### config.mk
export PLATFORM = sky130hd
export DESIGN_NAME = span_priority_box_generator
export DESIGN_NICKNAME = d
export VERILOG_FILES = /design/src/spbg_pkg.sv /design/src/spbg_pick.sv /design/src/span_priority_box_generator.sv
export SDC_FILE = /design/constraint.sdc
export NUM_CORES = 1
export LEC_CHECK = 0
export BUFFER_PORTS_ARGS = -buffer_cell sky130_fd_sc_hd__buf_2
export CAP_MARGIN = 20
export CORE_MARGIN = 2
export CORE_UTILIZATION = 40
export CTS_CLUSTER_SIZE = 25
export DETAILED_ROUTE_END_ITERATION = 6
export PLACE_DENSITY = 0.66
export SLEW_MARGIN = 40
export SYNTH_ARGS = -nofsm -noshare
export SYNTH_HDL_FRONTEND = slang
export SYNTH_SLANG_ARGS = --single-unit
### constraint.sdc
create_clock -name i_clk -period 10 [get_ports i_clk]
set_input_delay 1.5 -clock i_clk [delete_from_list [all_inputs] [get_ports i_clk]]
set_output_delay 1.5 -clock i_clk [all_outputs]
set_load 0.02 [all_outputs]
### src/spbg_pkg.sv
// Package for the span priority box generator: payload types, codes and the merge function.
`default_nettype none

package spbg_pkg;

    localparam int SPAN_SLOTS_DEFAULT        = 16;
    localparam int FIRST_ACTIVE_SLOT_DEFAULT = 3;

    localparam int CoordW = 8;
    localparam int ColorW = 4;

    localparam logic KIND_WRITE = 1'b0;
    localparam logic KIND_PIXEL = 1'b1;

    localparam logic [1:0] FIELD_H_START = 2'd0;
    localparam logic [1:0] FIELD_V_START = 2'd1;
    localparam logic [1:0] FIELD_V_STOP  = 2'd2;
    localparam logic [1:0] FIELD_COLOR   = 2'd3;

    typedef struct packed {
        logic              kind;
        logic [3:0]        slot_index;
        logic [1:0]        field_select;
        logic [7:0]        write_value;
        logic [CoordW-1:0] pixel_x;
        logic [CoordW-1:0] pixel_y;
    } t_in;

    typedef struct packed {
        logic [ColorW-1:0] pen;
        logic [CoordW-1:0] screen_row;
    } t_out;

    // One node of the priority tree: the best covering slot seen in a subtree.
    typedef struct packed {
        logic              valid;
        logic [CoordW-1:0] h;
        logic [ColorW-1:0] color;
    } t_node;

    // The right subtree holds the higher slot numbers, so it also wins a tie.
    function automatic t_node spbg_merge(input t_node left, input t_node right);
        t_node res;
        if (right.valid && (!left.valid || (right.h >= left.h))) begin
            res = right;
        end else begin
            res = left;
        end
        return res;
    endfunction

endpackage

`default_nettype wire

### src/spbg_pick.sv
// Coverage test of every span slot and priority tree that selects the winning pen.
`default_nettype none

module spbg_pick #(
    parameter int SPAN_SLOTS        = spbg_pkg::SPAN_SLOTS_DEFAULT,
    parameter int FIRST_ACTIVE_SLOT = spbg_pkg::FIRST_ACTIVE_SLOT_DEFAULT
) (
    input  wire logic [SPAN_SLOTS-1:0][spbg_pkg::CoordW-1:0] i_h_start,
    input  wire logic [SPAN_SLOTS-1:0][spbg_pkg::CoordW-1:0] i_v_start,
    input  wire logic [SPAN_SLOTS-1:0][spbg_pkg::CoordW-1:0] i_v_stop,
    input  wire logic [SPAN_SLOTS-1:0][spbg_pkg::ColorW-1:0] i_color,
    input  wire logic [spbg_pkg::CoordW-1:0]                 i_x,
    input  wire logic [spbg_pkg::CoordW-1:0]                 i_y,
    output logic      [spbg_pkg::ColorW-1:0]                 o_pen
);

    localparam int Leaves = 2 ** $clog2(SPAN_SLOTS);

    spbg_pkg::t_node node [1:2*Leaves-1];

    always_comb begin
        // Leaves: slot s sits at Leaves + s; padding leaves never cover.
        for (int s = 0; s < Leaves; s++) begin
            node[Leaves+s] = '0;
            if ((s < SPAN_SLOTS) && (s >= FIRST_ACTIVE_SLOT)) begin
                node[Leaves+s].valid = (i_y >= i_v_start[s]) && (i_y <= i_v_stop[s]) &&
                                       (i_x >= i_h_start[s]);
                node[Leaves+s].h     = i_h_start[s];
                node[Leaves+s].color = i_color[s];
            end
        end
        for (int n = Leaves - 1; n >= 1; n--) begin
            node[n] = spbg_pkg::spbg_merge(node[2*n], node[2*n+1]);
        end
    end

    assign o_pen = node[1].valid ? node[1].color : '0;

endmodule

`default_nettype wire

### src/span_priority_box_generator.sv
// A pixel query passes the stage register, then the result register, from which it may leave.
// One item per cycle unless a pixel query waits on the result; writes and queries interleave freely.
// The span table and the coverage tree feed the result register in a single stage.
// A table write takes effect for every pixel query that follows it.
// Synchronous reset clears the span table to zero and empties both pipeline registers.
`default_nettype none

module span_priority_box_generator #(
    parameter int SPAN_SLOTS        = spbg_pkg::SPAN_SLOTS_DEFAULT,
    parameter int FIRST_ACTIVE_SLOT = spbg_pkg::FIRST_ACTIVE_SLOT_DEFAULT
) (
    input  wire logic          i_clk,
    input  wire logic          i_rst_n,
    input  wire logic          i_in_valid,
    output logic               o_in_ready,
    input  wire spbg_pkg::t_in i_in_data,
    output logic               o_out_valid,
    input  wire logic          i_out_ready,
    output spbg_pkg::t_out     o_out_data
);

    localparam int SlotW = $clog2(SPAN_SLOTS);

    logic [SPAN_SLOTS-1:0][spbg_pkg::CoordW-1:0] r_h_start;
    logic [SPAN_SLOTS-1:0][spbg_pkg::CoordW-1:0] r_v_start;
    logic [SPAN_SLOTS-1:0][spbg_pkg::CoordW-1:0] r_v_stop;
    logic [SPAN_SLOTS-1:0][spbg_pkg::ColorW-1:0] r_color;

    logic           r_s1_valid;
    spbg_pkg::t_in  r_s1;
    logic           r_out_valid;
    spbg_pkg::t_out r_out;

    logic                        s1_go;
    logic                        s1_is_pixel;
    logic                        wr_en;
    logic [SlotW-1:0]            wr_idx;
    logic [spbg_pkg::ColorW-1:0] pick_pen;

    // A table write leaves the stage at once; a pixel query waits for the result register.
    assign s1_is_pixel = (r_s1.kind == spbg_pkg::KIND_PIXEL);
    assign s1_go       = r_s1_valid && (!s1_is_pixel || !r_out_valid || i_out_ready);
    assign o_in_ready  = !r_s1_valid || s1_go;

    assign wr_en  = s1_go && !s1_is_pixel && (32'(r_s1.slot_index) < SPAN_SLOTS);
    assign wr_idx = SlotW'(r_s1.slot_index);

    spbg_pick #(
        .SPAN_SLOTS        (SPAN_SLOTS),
        .FIRST_ACTIVE_SLOT (FIRST_ACTIVE_SLOT)
    ) u_pick (
        .i_h_start (r_h_start),
        .i_v_start (r_v_start),
        .i_v_stop  (r_v_stop),
        .i_color   (r_color),
        .i_x       (r_s1.pixel_x),
        .i_y       (r_s1.pixel_y),
        .o_pen     (pick_pen)
    );

    always_ff @(posedge i_clk) begin
        if (!i_rst_n) begin
            r_h_start <= '0;
            r_v_start <= '0;
            r_v_stop  <= '0;
            r_color   <= '0;
        end else if (wr_en) begin
            case (r_s1.field_select)
                spbg_pkg::FIELD_H_START: r_h_start[wr_idx] <= r_s1.write_value;
                spbg_pkg::FIELD_V_START: r_v_start[wr_idx] <= r_s1.write_value;
                spbg_pkg::FIELD_V_STOP:  r_v_stop[wr_idx]  <= r_s1.write_value;
                spbg_pkg::FIELD_COLOR:   r_color[wr_idx]   <= r_s1.write_value[3:0];
                default:                 r_color[wr_idx]   <= r_s1.write_value[3:0];
            endcase
        end
    end

    always_ff @(posedge i_clk) begin
        if (!i_rst_n) begin
            r_s1_valid <= 1'b0;
        end else if (o_in_ready) begin
            r_s1_valid <= i_in_valid;
        end
        if (o_in_ready) begin
            r_s1 <= i_in_data;
        end
    end

    always_ff @(posedge i_clk) begin
        if (!i_rst_n) begin
            r_out_valid <= 1'b0;
        end else if (s1_go && s1_is_pixel) begin
            r_out_valid <= 1'b1;
        end else if (i_out_ready) begin
            r_out_valid <= 1'b0;
        end
        if (s1_go && s1_is_pixel) begin
            r_out.pen        <= pick_pen;
            r_out.screen_row <= ~r_s1.pixel_y;
        end
    end

    assign o_out_valid = r_out_valid;
    assign o_out_data  = r_out;

    // The input side stalls only behind a pixel query that cannot leave.
    a_stall_cause: assert property (@(posedge i_clk) disable iff (!i_rst_n)
        !o_in_ready |-> (r_s1_valid && s1_is_pixel && r_out_valid && !i_out_ready))
        else $error("input stalled without a blocked pixel query");

    // A query that leaves the stage always produces a result.
    a_query_result: assert property (@(posedge i_clk) disable iff (!i_rst_n)
        (s1_go && s1_is_pixel) |=> r_out_valid)
        else $error("pixel query lost between stage and result register");

    // The result row is the flipped row of the query that produced it.
    a_row_flip: assert property (@(posedge i_clk) disable iff (!i_rst_n)
        (s1_go && s1_is_pixel) |=> (r_out.screen_row == ~$past(r_s1.pixel_y)))
        else $error("screen row does not match the flipped pixel row");

    // A table write never loads the result register.
    a_write_silent: assert property (@(posedge i_clk) disable iff (!i_rst_n)
        (s1_go && !s1_is_pixel && r_out_valid && i_out_ready) |=> !r_out_valid)
        else $error("table write produced a result");

endmodule

`default_nettype wire

==> results_dict.tcl <==
set metrics [dict create \
    synth-adder-area-share_pct 19.1 \
    holdPathStages 2 \
    hold_path_class "reg2reg" \
    final-setup-viol-count 0 \
    ioPinCount 49 \
    fin_crit_ps 9060 \
    synth_edf_count 43 \
    yosysTopAreaCellShare_pct 27.5 \
    fp.dieW_microns 262 \
    status "finished, final reports clean" \
    worst_slew_pin_slew_ps 878 \
    max_freq_mhz 110 \
    synthesis.area_sq_um 26700 \
    p_sw_share_pct 26.6 \
    p_sw_mw 1.03 \
    synth_ff_type "dfxtp_1" \
    cp_slowest_cell "a221oi_1" \
    grt_pass1_wl_mm 116 \
    synth-simple-area-share_pct 17.4 \
    htree_num_levels 2 \
    endpoint "o_out_data[10]" \
    vdd_drop_max_mv 0.106 \
    netlist_top_cells_count "408 x ha_1, 366 x dfxtp_1, 329 x inv_1" \
    die_area_sq_um 68800 \
    drv_cap 0 \
    core_sq_um 65900 \
    final_max_slew_viol_count 0 \
    synth-xor-area-share_pct 0 \
    synth_seq_cells 409 \
    path_depth 38 \
    cts_buffer_depth 3 \
    synth_compound_area_share_pct 16.5 \
    vias_per_cell 5.37 \
    place_inst 3905 \
    synth_mux_area_share_pct 7.71 \
    p_int_mw 2.83 \
    dpl.hpwl_mm 48.0 \
    hold_violations 0 \
    path_class "reg2reg" \
    numCtsBuffers 46 \
    tritoncts "done" \
    grt_antenna_before_repair 2 \
    finClkSkew_ps 21.0 \
    gr-usage-all-layers_pct 20.9 \
    end_kind "flop" \
    async_reset_ff_share_pct 0 \
    arrival_ps 9490 \
    yosys.area.top_type "dfxtp_1" \
    hold_ws_ps 463 \
    cpLargestDelayFamily "compound AO/OA/AOI/OAI gates" \
    rsz0062_at_grt "false" \
    ant_nets 0 \
    first_pass_iters 7 \
    p_comb_share_pct 11.4 \
    rows 94 \
    grt_pass1_vias 20500 \
    routabilityCongestion 0.918 \
    r2r_end "o_out_data[10]" \
    layout-drive-gt1-share_pct 7.96 \
    grt.overflow.total 0 \
    dr_total_vias 21500 \
    grt_max_degree 185 \
    synth_cells 3098 \
    pwr-share-clk_pct 44.7 \
    cp.buffers_inverters 4 \
    post_cts_buffers 0 \
    critical-path-max-stage-delay_ps 690 \
    cts-resized-gates 0 \
    cp-start-kind "flop" \
    start_util_pct 40.5 \
    powerDensity_nw_per_um2 131 \
    clk_root_buffer_cell "clkbuf_16" \
    syn-num-nets 3541 \
    cpMostUsedCell "a21o_1" \
    wire_per_inst_microns 18.5 \
    worstSkewPairLatency_ps 600 \
    leakage_nw 10.4 \
    seq_area_frac_synth_pct 32.3 \
    port_buffers 48 \
    cts_sinks 409 \
    maxSlewHeadroom_pct 41.0 \
    clkTransAtPathRegs_ps 60 \
    wl_mm 73.7 \
    cp.required_ps 10420 \
    period_share_pct 90.6 \
    ctsHoldBuffers 0 \
    synth_area_leaders "dfxtp_1 27%, ha_1 19%, mux2i_1 6.9%" \
    synth_area_per_cell_sq_um 8.61 \
    yosys_warnings 0 \
    area_delta_synth_final_pct 10.4 \
    rrSetupSlack_ps 940 \
    synth_top_family_by_area "adder cells" \
    dr.first_iter.drc_count 1663 \
    route.detailed.drc 0 \
    power_mw 3.86 \
    fin_nets 3533 \
    ff2ff_path_depth 38 \
    power.share.sequential_pct 43.9 \
    critPathLaunch "r_s1[7]" \
    path_max_fanout 20 \
    regToRegStartpoint "r_s1[7]" \
    die-height_microns 262 \
    fillers 6441 \
    final_cells 3994 \
    synthDistinctLibCells 69 \
    finalSetupTns_ps 0 \
    final_util_pct 44.7 \
    yosysMostFrequentCell "ha_1" \
]
## worst min path at each step
stage / slack [ps] / endpoint / from
floorplan: 440 / r_color[26] / r_color[26]
global placement: 450 / r_v_stop[69] / r_v_stop[69]
detailed placement: 460 / r_h_start[50] / r_h_start[50]
CTS: 470 / r_h_start[50] / r_h_start[50]
global route: 480 / r_v_start[28] / r_v_start[28]
finish: 460 / r_h_start[50] / r_h_start[50]
## per-layer routing
metal | global-route usage (%) | vias to the layer above | share of wire [%]
li1 | - | 10800 | -
met1 | 29.2 | 10100 | 48
met2 | 33.3 | 485 | 45
met3 | 2.79 | 123 | 5.0
met4 | 6.76 | 0 | 2.9
met5 | 0 | - | 0
## power groups by stage
| stage | sequential (mW) | clock [mW] | combinational [mW] |
|---|---|---|---|
| 2_1_floorplan | 1.73 | 0 | 0.293 |
| 3_3_place_gp | 1.73 | 0 | 0.424 |
| 3_5_place_dp | 1.73 | 0 | 0.431 |
| 4_1_cts | 1.70 | 1.75 | 0.433 |
| 5_1_grt | 1.69 | 1.82 | 0.484 |
| 6_report | 1.69 | 1.73 | 0.440 |
## cells by family (layout without fill, tap and decap cells)
family,after synthesis,count (layout)
compound gates,636,636
fa+ha+maj,408,408
buf+inv,484,514
flops,409,409
mux,203,203
other cells,0,2
simple gates,958,958
## worst reg2reg max path, delay by kind of cell, from the launching register on
family	cells	cell delay [ps]
flip-flops	1	600
AND/OR/NAND/NOR	8	1140
AO/OA/AOI/OAI	21	4590
multiplexers	1	410
buffers and inverters	4	930
adder cells (fa/ha/maj)	4	1210
## sequential cells by signal, indices dropped and copies added (netlist names)
register,cells
r_s1,26
r_s1_valid,1
r_v_stop,104
r_h_start,104
wr_idx,4
o_out_data,12
r_color,52
r_v_start,104
s1_is_pixel,1
o_out_valid,1
## area by class of cell
class,instances,area [sq um],share of cell area [%]
Clock inverter,18,163,0.552
Timing Repair Buffer,99,672,2.28
Inverter,329,1230,4.19
Multi-Input combinational cell,2205,16300,55.4
Tap cell,864,1080,3.67
Antenna cell,2,5.00,0.0170
Clock buffer,68,1360,4.61
Sequential cell,409,8620,29.3
## stage by stage
step                setup slack, ps  instance area [sq um]
finish                          938                  29500
global route                    357                  29400
CTS                            1020                  29400
detailed placement             1050                  27900
global placement               1140                  27800
floorplan                      2070                  26700
## cells in the final DEF (no fill, tap or decap), drive strengths merged, types with 31 or more instances in the layout
master / instances
a21boi: 230
edfxtp: 43
dfxtp: 366
nand2: 323
inv: 331
clkbuf: 69
a21oi: 157
nor2: 104
buf: 98
nor3: 31
nand3: 246
nor2b: 156
mux2i: 183
a21o: 36
o21ai: 73
ha: 408
(Power assumes the default switching activity.)
